## config.mk

```make
export PLATFORM = sky130hd
export DESIGN_NAME = ascii_command_line_decoder_flat
export DESIGN_NICKNAME = d
export VERILOG_FILES = /design/src/sv/acld_pkg.sv /design/src/sv/acld_in_if.sv /design/src/sv/acld_out_if.sv /design/src/sv/acld_field.sv /design/src/sv/acld_check.sv /design/src/sv/ascii_command_line_decoder.sv /design/src/flat_wrapper.sv
export SDC_FILE = /design/constraint.sdc
export NUM_CORES = 1
export LEC_CHECK = 0
export ABC_AREA = 1
export BUFFER_PORTS_ARGS = -buffer_cell sky130_fd_sc_hd__buf_4
export CORE_AREA = 2 2 187 189
export CTS_CLUSTER_DIAMETER = 100
export DETAILED_ROUTE_END_ITERATION = 7
export DIE_AREA = 0 0 189 191
export PLACE_DENSITY = 0.78
export SYNTH_ARGS = -nofsm -noshare
export SYNTH_HDL_FRONTEND = slang
export SYNTH_HIERARCHICAL = 1
export SYNTH_SLANG_ARGS = --single-unit
```

## constraint.sdc

```tcl
create_clock -name clk_i -period 8.65 [get_ports clk_i]
set_input_delay 0 -clock clk_i [delete_from_list [all_inputs] [get_ports clk_i]]
set_output_delay 0 -clock clk_i [all_outputs]
set_load 0.05 [all_outputs]
```

## src/sv/acld_pkg.sv

```systemverilog
package acld_pkg;

  localparam int unsigned MaxLineBytes = 64;
  localparam int unsigned IdLimit      = 3;
  localparam int unsigned NameBytes    = 6;
  localparam int unsigned NameW        = 8 * NameBytes;
  localparam int unsigned LineCntW     = $clog2(MaxLineBytes + 1);
  localparam int unsigned FieldCntW    = 3;
  localparam int unsigned ArgW         = 32;

  localparam logic [FieldCntW-1:0] FieldLast = FieldCntW'(4);

  localparam logic [7:0] AsciiTab    = 8'h09;
  localparam logic [7:0] AsciiLf     = 8'h0a;
  localparam logic [7:0] AsciiCr     = 8'h0d;
  localparam logic [7:0] AsciiSpace  = 8'h20;
  localparam logic [7:0] AsciiPlus   = 8'h2b;
  localparam logic [7:0] AsciiComma  = 8'h2c;
  localparam logic [7:0] AsciiMinus  = 8'h2d;
  localparam logic [7:0] AsciiZero   = 8'h30;
  localparam logic [7:0] AsciiNine   = 8'h39;
  localparam logic [7:0] AsciiUpperA = 8'h41;
  localparam logic [7:0] AsciiUpperZ = 8'h5a;
  localparam logic [7:0] CaseOffset  = 8'h20;

  // names are held first byte in the top bits
  localparam logic [NameW-1:0] NameLedset = "ledset";
  localparam logic [NameW-1:0] NameLedclr = "ledclr";
  localparam logic [NameW-1:0] NameLedinv = "ledinv";
  localparam logic [NameW-1:0] NameLedget = "ledget";
  localparam logic [NameW-1:0] NamePswget = "pswget";
  localparam logic [NameW-1:0] NameAdcget = "adcget";
  localparam logic [NameW-1:0] NameLedfls = "ledfls";
  localparam logic [NameW-1:0] NameLedpwm = "ledpwm";
  localparam logic [NameW-1:0] NameSndset = "sndset";
  localparam logic [23:0]      PfxLed     = "led";
  localparam logic [23:0]      PfxPsw     = "psw";
  localparam logic [23:0]      PfxAdc     = "adc";

  localparam logic signed [ArgW-1:0] ArgAbsent  = -32'sd1;
  localparam logic signed [ArgW-1:0] ArgZero    = 32'sd0;
  localparam logic signed [ArgW-1:0] ArgMax     = 32'sh7fff_ffff;
  localparam logic signed [ArgW-1:0] IdMax      = ArgW'(IdLimit);
  localparam logic signed [ArgW-1:0] FlashMin   = 32'sd1;
  localparam logic signed [ArgW-1:0] SndAMin    = 32'sd1;
  localparam logic signed [ArgW-1:0] SndAMax    = 32'sd5000;
  localparam logic signed [ArgW-1:0] SndBMin    = 32'sd10;
  localparam logic signed [ArgW-1:0] SndBMax    = 32'sd20000;
  localparam logic signed [ArgW-1:0] SndCMin    = 32'sd0;
  localparam logic signed [ArgW-1:0] SndCMax    = 32'sd100;

  typedef enum logic [3:0] {
    CmdSet     = 4'd0,
    CmdClear   = 4'd1,
    CmdInvert  = 4'd2,
    CmdLedGet  = 4'd3,
    CmdPswGet  = 4'd4,
    CmdAdcGet  = 4'd5,
    CmdFlash   = 4'd6,
    CmdPwm     = 4'd7,
    CmdSound   = 4'd8,
    CmdUnknown = 4'd9
  } cmd_code_e;

  typedef enum logic {
    ReplyStatus = 1'b0,
    ReplyValue  = 1'b1
  } reply_kind_e;

  typedef struct packed {
    logic clear;
    logic feed;
  } fld_ctrl_t;

  typedef struct packed {
    logic [NameW-1:0]     name;
    logic [1:0]           id_bits;
    logic signed [ArgW-1:0] arg_a;
    logic signed [ArgW-1:0] arg_b;
    logic signed [ArgW-1:0] arg_c;
    logic [FieldCntW-1:0] field_cnt;
    logic                 bad;
    logic                 cr_seen;
  } line_sum_t;

  typedef struct packed {
    cmd_code_e            code;
    reply_kind_e          kind;
    logic                 ok;
    logic [1:0]           target_id;
    logic signed [ArgW-1:0] arg_a;
    logic signed [ArgW-1:0] arg_b;
    logic signed [ArgW-1:0] arg_c;
  } acld_result_t;

endpackage

```

## src/sv/acld_in_if.sv

```systemverilog
interface acld_in_if import acld_pkg::*; ();
  logic       valid;
  logic       ready;
  logic [7:0] in_byte;

  modport source (output valid, output in_byte, input ready);
  modport sink (input valid, input in_byte, output ready);
endinterface

```

## src/sv/acld_out_if.sv

```systemverilog
interface acld_out_if import acld_pkg::*; ();
  logic                   valid;
  logic                   ready;
  logic [3:0]             cmd_code;
  logic                   reply_kind;
  logic                   ok;
  logic [1:0]             target_id;
  logic signed [ArgW-1:0] arg_a;
  logic signed [ArgW-1:0] arg_b;
  logic signed [ArgW-1:0] arg_c;

  modport source (
    output valid, output cmd_code, output reply_kind, output ok, output target_id,
    output arg_a, output arg_b, output arg_c, input ready
  );
  modport sink (
    input valid, input cmd_code, input reply_kind, input ok, input target_id,
    input arg_a, input arg_b, input arg_c, output ready
  );
endinterface

```

## src/sv/acld_field.sv

```systemverilog
module acld_field import acld_pkg::*; (
  input  logic                   clk_i,
  input  logic                   rst_ni,
  input  logic [7:0]             byte_i,
  input  fld_ctrl_t              ctl_i,
  output logic signed [ArgW-1:0] value_o,
  output logic                   digits_ok_o
);

  logic [ArgW-1:0]   accum_q, accum_d;
  logic              neg_q, neg_d;
  logic              digits_q, digits_d;
  logic              started_q, started_d;
  logic [ArgW+3:0]   mul_ten;
  logic              is_digit;
  logic [ArgW-1:0]   digit_val;

  always_comb begin
    is_digit  = (byte_i >= AsciiZero) && (byte_i <= AsciiNine);
    digit_val = ArgW'(byte_i - AsciiZero);
    mul_ten   = ({4'b0000, accum_q} << 3) + ({4'b0000, accum_q} << 1)
                + {4'b0000, digit_val};

    accum_d   = accum_q;
    neg_d     = neg_q;
    digits_d  = digits_q;
    started_d = started_q;

    if (ctl_i.clear) begin
      accum_d   = '0;
      neg_d     = 1'b0;
      digits_d  = 1'b1;
      started_d = 1'b0;
    end else if (ctl_i.feed) begin
      started_d = 1'b1;
      if (!started_q && ((byte_i == AsciiPlus) || (byte_i == AsciiMinus))) begin
        neg_d = (byte_i == AsciiMinus);
      end else if (is_digit) begin
        // magnitude saturates at 2^31
        if (mul_ten > {4'b0000, 1'b1, {(ArgW-1){1'b0}}}) begin
          accum_d = {1'b1, {(ArgW-1){1'b0}}};
        end else begin
          accum_d = mul_ten[ArgW-1:0];
        end
      end else begin
        digits_d = 1'b0;
      end
    end
  end

  always_ff @(posedge clk_i or negedge rst_ni) begin
    if (!rst_ni) begin
      accum_q   <= '0;
      neg_q     <= 1'b0;
      digits_q  <= 1'b1;
      started_q <= 1'b0;
    end else begin
      accum_q   <= accum_d;
      neg_q     <= neg_d;
      digits_q  <= digits_d;
      started_q <= started_d;
    end
  end

  always_comb begin
    if (neg_q) begin
      value_o = -$signed(accum_q);
    end else if (accum_q[ArgW-1]) begin
      value_o = ArgMax;
    end else begin
      value_o = $signed(accum_q);
    end
  end

  assign digits_ok_o = digits_q;

endmodule

```

## src/sv/acld_check.sv

```systemverilog
module acld_check import acld_pkg::*; (
  input  line_sum_t    sum_i,
  output logic         emit_o,
  output acld_result_t res_o
);

  cmd_code_e   code;
  reply_kind_e kind;
  logic        ok_base;
  logic        ok;
  logic [23:0] pfx;

  always_comb begin
    pfx    = sum_i.name[NameW-1 -: 24];
    emit_o = 1'b1;
    code   = CmdUnknown;
    kind   = ReplyValue;

    if (sum_i.name == NameLedfls) begin
      code = CmdFlash;
      kind = ReplyStatus;
    end else if (sum_i.name == NameLedpwm) begin
      code = CmdPwm;
      kind = ReplyStatus;
    end else if (sum_i.name == NameSndset) begin
      code = CmdSound;
      kind = ReplyStatus;
    end else if ((pfx == PfxLed) || (pfx == PfxPsw) || (pfx == PfxAdc)) begin
      if (sum_i.name == NameLedset) begin
        code = CmdSet;
      end else if (sum_i.name == NameLedclr) begin
        code = CmdClear;
      end else if (sum_i.name == NameLedinv) begin
        code = CmdInvert;
      end else if (sum_i.name == NameLedget) begin
        code = CmdLedGet;
      end else if (sum_i.name == NamePswget) begin
        code = CmdPswGet;
      end else if (sum_i.name == NameAdcget) begin
        code = CmdAdcGet;
      end
    end else begin
      emit_o = 1'b0;
    end

    ok_base = !sum_i.bad && sum_i.cr_seen && (code != CmdUnknown);
    case (code)
      CmdFlash: ok = ok_base && (sum_i.arg_a >= FlashMin);
      CmdPwm: begin
        ok = ok_base && (sum_i.field_cnt == FieldLast) && (sum_i.arg_a >= ArgZero)
             && (sum_i.arg_b >= ArgZero) && (sum_i.arg_c >= ArgZero);
      end
      CmdSound: begin
        ok = ok_base && (sum_i.arg_a >= SndAMin) && (sum_i.arg_a <= SndAMax)
             && (sum_i.arg_b >= SndBMin) && (sum_i.arg_b <= SndBMax)
             && (sum_i.arg_c >= SndCMin) && (sum_i.arg_c <= SndCMax);
      end
      default: ok = ok_base;
    endcase

    res_o.code      = code;
    res_o.kind      = kind;
    res_o.ok        = ok;
    res_o.target_id = ok ? sum_i.id_bits : 2'b00;
    res_o.arg_a     = ok ? sum_i.arg_a : ArgAbsent;
    res_o.arg_b     = ok ? sum_i.arg_b : ArgAbsent;
    res_o.arg_c     = ok ? sum_i.arg_c : ArgAbsent;
  end

endmodule

```

## src/sv/ascii_command_line_decoder.sv

```systemverilog
// Decodes one text command line per LF, one received byte per transaction.
// Spaces and tabs are dropped and upper case is folded; the name prefix
// selects the command, and the comma separated id and up to three signed
// decimal arguments follow. A line whose name starts with led, psw or adc,
// or is sndset, gives one result transaction on its LF; any other line gives
// none. A byte can be taken every cycle while no result waits to be taken:
// each byte passes an input register and then the line-state update that
// loads the result register that offers the result. While a result waits
// to be taken one more byte is still accepted into the input register.
module ascii_command_line_decoder import acld_pkg::*; (
  input logic         clk_i,
  input logic         rst_ni,
  acld_in_if.sink     in_i,
  acld_out_if.source  out_o
);

  logic [7:0]             byte_q;
  logic                   byte_vld_q;
  logic                   process;
  logic                   in_take;

  logic [7:0]             fb;
  logic                   drop;
  logic                   take;
  logic                   is_lf;
  logic                   is_cr;
  logic                   is_comma;

  logic [NameW-1:0]       name_q, name_d;
  logic [LineCntW-1:0]    cnt_q, cnt_d;
  logic [FieldCntW-1:0]   fn_q, fn_d;
  logic [FieldCntW-1:0]   fn_m1;
  logic signed [ArgW-1:0] held_q [4];
  logic signed [ArgW-1:0] held_d [4];
  logic signed [ArgW-1:0] held_cl [4];
  logic                   bad_q, bad_d;
  logic                   cr_q, cr_d;

  fld_ctrl_t              fctl;
  logic signed [ArgW-1:0] fld_value;
  logic                   fld_digits_ok;
  logic                   id_bad;
  logic                   bad_close;

  line_sum_t              sum;
  logic                   emit;
  acld_result_t           res, res_q;
  logic                   out_vld_q;

  // input register
  assign process    = byte_vld_q && (!out_vld_q || out_o.ready);
  assign in_i.ready = !byte_vld_q || process;
  assign in_take    = in_i.valid && in_i.ready;

  always_ff @(posedge clk_i or negedge rst_ni) begin
    if (!rst_ni) begin
      byte_vld_q <= 1'b0;
    end else if (in_take) begin
      byte_vld_q <= 1'b1;
    end else if (process) begin
      byte_vld_q <= 1'b0;
    end
  end

  always_ff @(posedge clk_i) begin
    if (in_take) begin
      byte_q <= in_i.in_byte;
    end
  end

  always_comb begin
    fb = byte_q;
    if (byte_q inside {[AsciiUpperA:AsciiUpperZ]}) begin
      fb = byte_q + CaseOffset;
    end
    drop     = (byte_q == AsciiSpace) || (byte_q == AsciiTab);
    take     = process && !drop;
    is_lf    = (fb == AsciiLf);
    is_cr    = (fb == AsciiCr);
    is_comma = (fb == AsciiComma);
  end

  acld_field u_field (
    .clk_i       (clk_i),
    .rst_ni      (rst_ni),
    .byte_i      (fb),
    .ctl_i       (fctl),
    .value_o     (fld_value),
    .digits_ok_o (fld_digits_ok)
  );

  // closing the current field
  always_comb begin
    fn_m1 = fn_q - FieldCntW'(1);
    for (int i = 0; i < 4; i++) begin
      held_cl[i] = ((fn_q != '0) && fld_digits_ok && (fn_m1[1:0] == 2'(i)))
                   ? fld_value : held_q[i];
    end
    id_bad    = (fn_q == FieldCntW'(1)) && ((fld_value < ArgZero) || (fld_value > IdMax));
    bad_close = (fn_q != '0) && (!fld_digits_ok || id_bad);
  end

  always_comb begin
    name_d = name_q;
    cnt_d  = cnt_q;
    fn_d   = fn_q;
    held_d = held_q;
    bad_d  = bad_q;
    cr_d   = cr_q;
    fctl   = '0;

    if (take && is_lf) begin
      name_d     = '0;
      cnt_d      = '0;
      fn_d       = '0;
      held_d     = '{default: ArgAbsent};
      bad_d      = 1'b0;
      cr_d       = 1'b0;
      fctl.clear = 1'b1;
    end else if (take) begin
      if (cnt_q < LineCntW'(NameBytes)) begin
        name_d[8 * (3'(NameBytes - 1) - cnt_q[2:0]) +: 8] = fb;
      end
      if (cnt_q != LineCntW'(MaxLineBytes)) begin
        cnt_d = cnt_q + LineCntW'(1);
      end
      if (cnt_q >= LineCntW'(MaxLineBytes - 1)) begin
        bad_d = 1'b1;
      end
      if (is_cr) begin
        cr_d = 1'b1;
      end else begin
        if (cr_q) begin
          bad_d = 1'b1;
          cr_d  = 1'b0;
        end
        if (is_comma) begin
          held_d = held_cl;
          if (bad_close) begin
            bad_d = 1'b1;
          end
          if (fn_q < FieldLast) begin
            fn_d = fn_q + FieldCntW'(1);
          end else begin
            bad_d = 1'b1;
          end
          fctl.clear = 1'b1;
        end else if (fn_q != '0) begin
          fctl.feed = 1'b1;
        end
      end
    end
  end

  always_ff @(posedge clk_i or negedge rst_ni) begin
    if (!rst_ni) begin
      name_q <= '0;
      cnt_q  <= '0;
      fn_q   <= '0;
      held_q <= '{default: ArgAbsent};
      bad_q  <= 1'b0;
      cr_q   <= 1'b0;
    end else begin
      name_q <= name_d;
      cnt_q  <= cnt_d;
      fn_q   <= fn_d;
      held_q <= held_d;
      bad_q  <= bad_d;
      cr_q   <= cr_d;
    end
  end

  // end of line summary
  always_comb begin
    sum.name      = name_q;
    sum.id_bits   = held_cl[0][1:0];
    sum.arg_a     = held_cl[1];
    sum.arg_b     = held_cl[2];
    sum.arg_c     = held_cl[3];
    sum.field_cnt = fn_q;
    sum.bad       = bad_q || (fn_q == '0) || bad_close;
    sum.cr_seen   = cr_q;
  end

  acld_check u_check (
    .sum_i  (sum),
    .emit_o (emit),
    .res_o  (res)
  );

  // result register
  always_ff @(posedge clk_i or negedge rst_ni) begin
    if (!rst_ni) begin
      out_vld_q <= 1'b0;
    end else if (take && is_lf && emit) begin
      out_vld_q <= 1'b1;
    end else if (out_o.ready) begin
      out_vld_q <= 1'b0;
    end
  end

  always_ff @(posedge clk_i) begin
    if (take && is_lf && emit) begin
      res_q <= res;
    end
  end

  assign out_o.valid      = out_vld_q;
  assign out_o.cmd_code   = res_q.code;
  assign out_o.reply_kind = res_q.kind;
  assign out_o.ok         = res_q.ok;
  assign out_o.target_id  = res_q.target_id;
  assign out_o.arg_a      = res_q.arg_a;
  assign out_o.arg_b      = res_q.arg_b;
  assign out_o.arg_c      = res_q.arg_c;

`ifndef SYNTHESIS
  a_err_fields: assert property (@(posedge clk_i) disable iff (!rst_ni)
    out_vld_q && !res_q.ok |-> (res_q.target_id == 2'b00) && (res_q.arg_a == ArgAbsent)
      && (res_q.arg_b == ArgAbsent) && (res_q.arg_c == ArgAbsent))
    else $error("error result carries decoded fields");

  a_ok_known: assert property (@(posedge clk_i) disable iff (!rst_ni)
    out_vld_q && res_q.ok |-> (res_q.code != CmdUnknown))
    else $error("unknown command reported ok");

  a_cnt_cap: assert property (@(posedge clk_i) disable iff (!rst_ni)
    cnt_q <= LineCntW'(MaxLineBytes))
    else $error("line byte count beyond cap");

  a_fn_cap: assert property (@(posedge clk_i) disable iff (!rst_ni)
    fn_q <= FieldLast)
    else $error("field number beyond last field");

  a_lf_clears: assert property (@(posedge clk_i) disable iff (!rst_ni)
    take && is_lf |=> (cnt_q == '0) && (fn_q == '0) && !bad_q && !cr_q)
    else $error("line state not cleared after line feed");
`endif

endmodule

```

## src/flat_wrapper.sv

```systemverilog
// flat-port wrapper written by rule: the top's interface ports become plain ports
module ascii_command_line_decoder_flat import acld_pkg::*;
  (clk_i, rst_ni, in_i_valid, in_i_in_byte, in_i_ready, out_o_valid, out_o_cmd_code, out_o_reply_kind, out_o_ok, out_o_target_id, out_o_arg_a, out_o_arg_b, out_o_arg_c, out_o_ready);
  acld_in_if in_i_i ();
  acld_out_if out_o_i ();
  input logic clk_i;
  input logic rst_ni;
  input wire logic [$bits(in_i_i.valid)-1:0] in_i_valid;
  input wire logic [$bits(in_i_i.in_byte)-1:0] in_i_in_byte;
  output wire logic [$bits(in_i_i.ready)-1:0] in_i_ready;
  output wire logic [$bits(out_o_i.valid)-1:0] out_o_valid;
  output wire logic [$bits(out_o_i.cmd_code)-1:0] out_o_cmd_code;
  output wire logic [$bits(out_o_i.reply_kind)-1:0] out_o_reply_kind;
  output wire logic [$bits(out_o_i.ok)-1:0] out_o_ok;
  output wire logic [$bits(out_o_i.target_id)-1:0] out_o_target_id;
  output wire logic [$bits(out_o_i.arg_a)-1:0] out_o_arg_a;
  output wire logic [$bits(out_o_i.arg_b)-1:0] out_o_arg_b;
  output wire logic [$bits(out_o_i.arg_c)-1:0] out_o_arg_c;
  input wire logic [$bits(out_o_i.ready)-1:0] out_o_ready;
  assign in_i_i.valid = in_i_valid;
  assign in_i_i.in_byte = in_i_in_byte;
  assign in_i_ready = in_i_i.ready;
  assign out_o_valid = out_o_i.valid;
  assign out_o_cmd_code = out_o_i.cmd_code;
  assign out_o_reply_kind = out_o_i.reply_kind;
  assign out_o_ok = out_o_i.ok;
  assign out_o_target_id = out_o_i.target_id;
  assign out_o_arg_a = out_o_i.arg_a;
  assign out_o_arg_b = out_o_i.arg_b;
  assign out_o_arg_c = out_o_i.arg_c;
  assign out_o_i.ready = out_o_ready;
  ascii_command_line_decoder u_core (.clk_i(clk_i), .rst_ni(rst_ni), .in_i(in_i_i), .out_o(out_o_i));
endmodule
```

# Word-level counts from Yosys, hierarchy flattened
# Index checks and enable logic that the tools add are counted.
# word_totals
regBits	307
output_inout_bits	106
# classes
add_sub_neg	10
magnitude_cmp	18
n_eq_ne	32
shift	2
muxes	75
n_reduce_logical	64
# op_table
op	count
$eq A48 B47 Y1 const B	9
$mux W98	4
$mux W32	9
$mux W48	3
$ge A32 B1 Y1 const B	3
$eq A24 B23 Y1 const B	3
$bwmux W48	1
$shift A8 B34 Y48 const A	1
$shiftx A8 B34 Y48	1
$mux W4	10
$add A35 B33 Y36	1
$add A36 B32 Y36	1
$gt A36 B32 Y1 const B	1
$mux W1	34
$neg A32 Y34	1
$eq A8 B6 Y1 const B	4
$ge A32 B2 Y1 const B	1
$ge A32 B5 Y1 const B	1
$gt A32 B3 Y1 const B	1
$le A32 B14 Y1 const B	1
$le A32 B16 Y1 const B	1
$le A32 B8 Y1 const B	1
$lt A32 B1 Y1 const B	1
$neg A32 Y32	1
41 further kinds	107

# Logic depth before layout (Yosys ltp)
# logic_depth
depth_word	20
ltp_mapped	34

# Cells and area by module
# Netlist, hierarchy kept.
# by_module_without_submodules
module	instances	cells_each	area_per_inst_um2	seq_area_each_um2
ascii_command_line_decoder	1	1269	12085.3	7489.7
acld_field	1	946	5748.0	877.1
acld_check	1	492	2477.4	0.0

# Worst setup path after synthesis
# No wires, ideal clock.
# synth_path
path_type	register to register
start	reg u_core.byte_q[3]
end	reg u_core.res_q, in the netlist u_core/out_o.arg_a[0], enable pin
setup_time_ps	568
arrival_ps	5890
setup_slack_ps	2191
stages_incl_launch_ff	10
n_path_buf	2
path_cell_list	edfxtp_1 -> inv_2 -> nor2_2 -> nand4_1 -> nand2_1 -> nor2_1 -> nand2_2 -> buf_2 -> clkbuf_1 -> nor2_1
# synth_between
elab_chain_cells	6
word_cells_on_any_way	13
classes_between	add/sub: 1; order compare: 2; eq/ne: 3; mux: 1; reduce/logical: 6
# synth_rtl
element	line_no	source
start: declaration	ascii_command_line_decoder.sv:17	logic [7:0] byte_q;
start signal: assignment	ascii_command_line_decoder.sv:67	byte_q <= in_i.in_byte;
$ge A8 B7 Y1 (tied with other cells)	ascii_command_line_decoder.sv:73	if (byte_q inside {[AsciiUpperA:AsciiUpperZ]}) begin
$logic_and A1 B1 Y1 or $logic_or A1 B1 Y1 (tied branches)	ascii_command_line_decoder.sv:73, ascii_command_line_decoder.sv:76	
$mux W8 or $logic_not A1 Y1 (tied branches)	ascii_command_line_decoder.sv:73, ascii_command_line_decoder.sv:77	
$eq A8 B4 Y1 or $logic_and A1 B1 Y1 (tied branches)	ascii_command_line_decoder.sv:78, ascii_command_line_decoder.sv:77	
$logic_and A1 B1 Y1 * (2 in series)	ascii_command_line_decoder.sv:203	if (take && is_lf && emit) begin
end signal: assignment	ascii_command_line_decoder.sv:204	res_q <= res;
end: declaration	ascii_command_line_decoder.sv:47	acld_result_t res, res_q;
# Mark *: on every way between the ends. The rest lies on a longest branch, timed or not.
# A chain may end at the register's enable or synchronous reset.

# Worst setup path in the final report
# layout_path
start	reg u_core.byte_q[3]
end	reg u_core.u_field.accum_q[15]
# layout_between
elab_chain_cells	11
word_cells_on_any_way	39
classes_between	add/sub: 3; order compare: 5; eq/ne: 8; mux: 12; reduce/logical: 11
# layout_rtl
element	line_no	source
$ge A8 B7 Y1 or $le A8 B7 Y1 (tied branches)	ascii_command_line_decoder.sv:73	
$logic_and A1 B1 Y1	ascii_command_line_decoder.sv:73	
$mux W8 *	ascii_command_line_decoder.sv:73	
via u_core.fb[6]	ascii_command_line_decoder.sv:22	logic [7:0] fb;
$sub A8 B6 Y9	acld_field.sv:20	digit_val = ArgW'(byte_i - AsciiZero);
$add A36 B32 Y36	acld_field.sv:22	+ {4'b0000, digit_val};
$gt A36 B32 Y1	acld_field.sv:40	if (mul_ten > {4'b0000, 1'b1, {(ArgW-1){1'b0}}}) begin
$mux W32	acld_field.sv:40	
$mux W32	acld_field.sv:38	end else if (is_digit) begin
$mux W32	acld_field.sv:36	if (!started_q && ((byte_i == AsciiPlus) || (byte_i == AsciiMinus))) begin
$mux W32	acld_field.sv:34	end else if (ctl_i.feed) begin
$mux W32	acld_field.sv:29	if (ctl_i.clear) begin
end signal: assignment	acld_field.sv:58	accum_q <= accum_d;
end: declaration	acld_field.sv:10	logic [ArgW-1:0] accum_q, accum_d;
# The timed path passes the listed nets; every way through them passes the cells marked *. The select of a mux whose other input is x is not followed.

==> impl_metrics.json <==
{
  "synth-seq-cells": 307,
  "port-buffer-count": 117,
  "cp_max_fo": 31,
  "syn_area_sq_um": 20300,
  "tightest_slew_ns": 1.18,
  "htree_levels": 2,
  "p_switching_mw": 3.23,
  "die_h_um": 191,
  "fin_crit_sh": 0.653,
  "yosys.area_share.simple": 0.324,
  "routed_wl_mm": 58.4,
  "crit_path_frequent_cell": "nand2_1",
  "synth_top_family_by_area": "simple AND/OR/NAND/NOR gates",
  "drt-initial-drc-count": 2243,
  "setup_tns_ns": 0,
  "clk_pin_slew_worst_paths_ns": 0.06,
  "post_cts_buffers": 0,
  "initial_core_util": 0.595,
  "rsz0062_at_grt": "false",
  "rows": 68,
  "cp_data_required_time_ns": 9.09,
  "synth_fa_ha_area_frac": 0.0644,
  "top_usage_layer": "met2",
  "synth-xor-area-share": 0.00517,
  "dieArea_sq_um": 36100,
  "setup_violations": 0,
  "gr-usage-met2": 0.504,
  "cap_violations": 0,
  "ys_top_cells_by_area": "edfxtp_1 17%, nand2_1 15%, dfstp_2 13%",
  "syn_inst": 2707,
  "cts_root_buffer": "clkbuf_16",
  "drcViolationCount": 0,
  "syn_area_per_cell_sq_um": 7.50,
  "seq_area_frac_synth": 0.412,
  "switching_share": 0.476,
  "ant_nets": 0,
  "outcome": "finished, final reports clean",
  "vdd_drop_max_uv": 178,
  "grt_pass1_vias": 17232,
  "die_w_um": 189,
  "max_freq_mhz": 177,
  "finalHoldViolations": 0,
  "p_per_area_nw_per_um2": 300,
  "p_comb_frac": 0.484,
  "ys_top_cells_by_count": "803 x nand2_1, 304 x inv_1, 281 x nor2_1",
  "slew_violations": 0,
  "power_mw": 6.79,
  "grtUsageTotal": 0.323,
  "syn2layout_area_growth_pct": 11.5,
  "clock_path_buffers": 3,
  "antenna_found_initial": 2,
  "synth_top_cell_area_share": 0.166,
  "slew_headroom": 0.206,
  "routedWlPerCell_um": 17.9,
  "end_kind": "flip-flop",
  "cts_tree": "done",
  "postSynth.asyncResetShare": 0.635,
  "crit_family": "simple AND/OR/NAND/NOR gates",
  "seqPwrFrac": 0.290,
  "p_clk_frac": 0.226,
  "grt_use_met1": 0.455,
  "crit_slowest_cell": "edfxtp_1",
  "nets": 2883,
  "num_io_pins": 118,
  "use_met3": 0.0523,
  "yosysUniqueCellTypes": 52,
  "clk_latency_ns": 0.53,
  "synth_edf_count": 112,
  "yosys_warnings": 6,
  "fill_cells": 2916,
  "cts_sinks": 307,
  "gp_congestion": 0.967,
  "yosysMostFrequentCell": "nand2_1",
  "p_int_mw": 3.56,
  "crit_buf_inv": 6,
  "numCtsBuffers": 34,
  "layout-drive-gt1-share": 0.138,
  "critPathKind": "reg2reg",
  "grt_overflow": 0,
  "syn-num-nets": 2805,
  "fin_skew_ns": 0.0299,
  "synth_compound_area_frac": 0.107,
  "muxShareOfSynthArea": 0,
  "min_path_type": "in2async",
  "hpwlAfterDp_mm": 42.4,
  "p_leak_nw": 9.93,
  "cp.arrival_ns": 6.08,
  "coreArea_sq_um": 34100,
  "final.min_clock_period_ns": 5.65,
  "grt_pass1_wl_mm": 92.7,
  "drt-pass1-iter-count": 6,
  "synth-main-ff-cell": "edfxtp_1",
  "yosysTopAreaCell": "edfxtp_1",
  "grt_max_degree": 97,
  "viasPerCell": 5.72,
  "max_stage_delay_ns": 0.65,
  "num_vias": 18691,
  "worstSetupStartpointType": "flip-flop"
}
## worst paths after layout
kind	from	endpoint	slack, ns	depth (start not counted)
worst max-delay path	u_core/byte_q[3]	u_core/u_field/accum_q[15]	3.00	33
worst min-delay path	rst_ni	u_core/name_q[3]	0.15	2
worst max register to register	u_core/byte_q[3]	u_core/u_field/accum_q[15]	3.00	33
worst min register to register	u_core/held_q[0]	u_core/held_q[0]	0.47	2
max in group asynchronous	rst_ni	u_core/fn_q[1]	6.61	4
min in group clk_i	in_i_in_byte[7]	u_core/byte_q[7]	0.20	2
## kinds of logic after synthesis
| family | after synthesis |
|---|---|
| AOI/OAI and AO/OA | 409 |
| adders and majority gates | 86 |
| and+or+nand+nor | 1475 |
| buffers and inverters | 418 |
| xor gates and xnor gates | 12 |
| DFF | 307 |
## sequential cells by signal (all words and copies together), names as in the netlist
| signal | cells |
|---|---|
| u_core/byte_q | 8 |
| u_core/out_o.valid | 1 |
| u_core/byte_vld_q | 1 |
| u_core/cr_q | 1 |
| u_core/out_o.target_id | 2 |
| u_core/u_field/digits_ok_o | 1 |
| u_core/out_o.arg_b | 32 |
| u_core/out_o.reply_kind | 1 |
| u_core/out_o.cmd_code | 4 |
| u_core/out_o.arg_c | 32 |
| u_core/u_field/started_q | 1 |
| u_core/name_q | 48 |
| u_core/u_field/accum_q | 32 |
| u_core/cnt_q | 7 |
| u_core/bad_q | 1 |
| u_core/u_field/neg_q | 1 |
| u_core/fn_q | 3 |
| u_core/out_o.arg_a | 32 |
| u_core/out_o.ok | 1 |
| u_core/held_q | 98 |
## per-stage QoR
step / util / setup WS, ns / hold WS [ns] / area [sq um] / instances
floorplan: - / 2.19 / -0.296 / 20300 / 2707
global placement: 0.625 / 3.24 / 0.143 / 21300 / 3191
detailed placement: 0.625 / 3.13 / 0.151 / 21300 / 3191
CTS: 0.664 / 3.11 / 0.187 / 22600 / 3266
global route: 0.664 / 2.52 / 0.199 / 22600 / 3266
finish: 0.664 / 3.00 / 0.151 / 22600 / 3267
## power groups by stage
stage,registers (mW),logic (mW),clock network [mW]
after floorplan,1.89,2.24,0
after global placement,1.98,3.15,0
after detailed placement,1.99,3.18,0
after CTS,1.96,3.20,1.55
after global routing,2.00,3.61,1.61
final,1.97,3.29,1.53
## placed cells by master (no fill, tap or decap), drive strengths merged, types with 44 or more instances in the layout
master  count
nand2     817
o21ai     252
nor3       45
clkbuf     44
dfstp      99
nor2      294
inv       315
buf       132
nand3b     65
ha         55
a21oi     123
nand3     203
edfxtp    112
dfrtp      96
## worst register-to-register path: cells and delay by family (launching register included)
| kind | cells | cell delay [ns] |
|---|---|---|
| and+or+nand+nor | 25 | 3.26 |
| DFF | 1 | 0.65 |
| adders and majority gates | 2 | 0.86 |
| buffers and inverters | 6 | 0.84 |
## layout make-up
class,count,area (sq um),share of cell area
well taps,455,569,0.0251
repair buffers,145,1120,0.0497
clock buffers,44,950,0.0419
multi-input cells,1982,10200,0.450
diodes,1,2.50,0.000111
clock inverters,18,249,0.0110
inverters,315,1180,0.0523
flip-flops and latches,307,8370,0.370
## what timing repair did
| action | CTS | global route |
|---|---|---|
| hold buffers | 13 | 0 |
| gates resized for setup | 0 | 0 |
| endpoints found under the hold margin | 87 | 0 |
## metal layers
| layer | vias to the layer above | part of all wire |
|---|---|---|
| li1 | 8961 | - |
| met1 | 8710 | 0.43 |
| met4 | 4 | 0.038 |
| met5 | - | 0.00038 |
| met2 | 890 | 0.45 |
| met3 | 126 | 0.087 |
(Power assumes the default switching activity.)
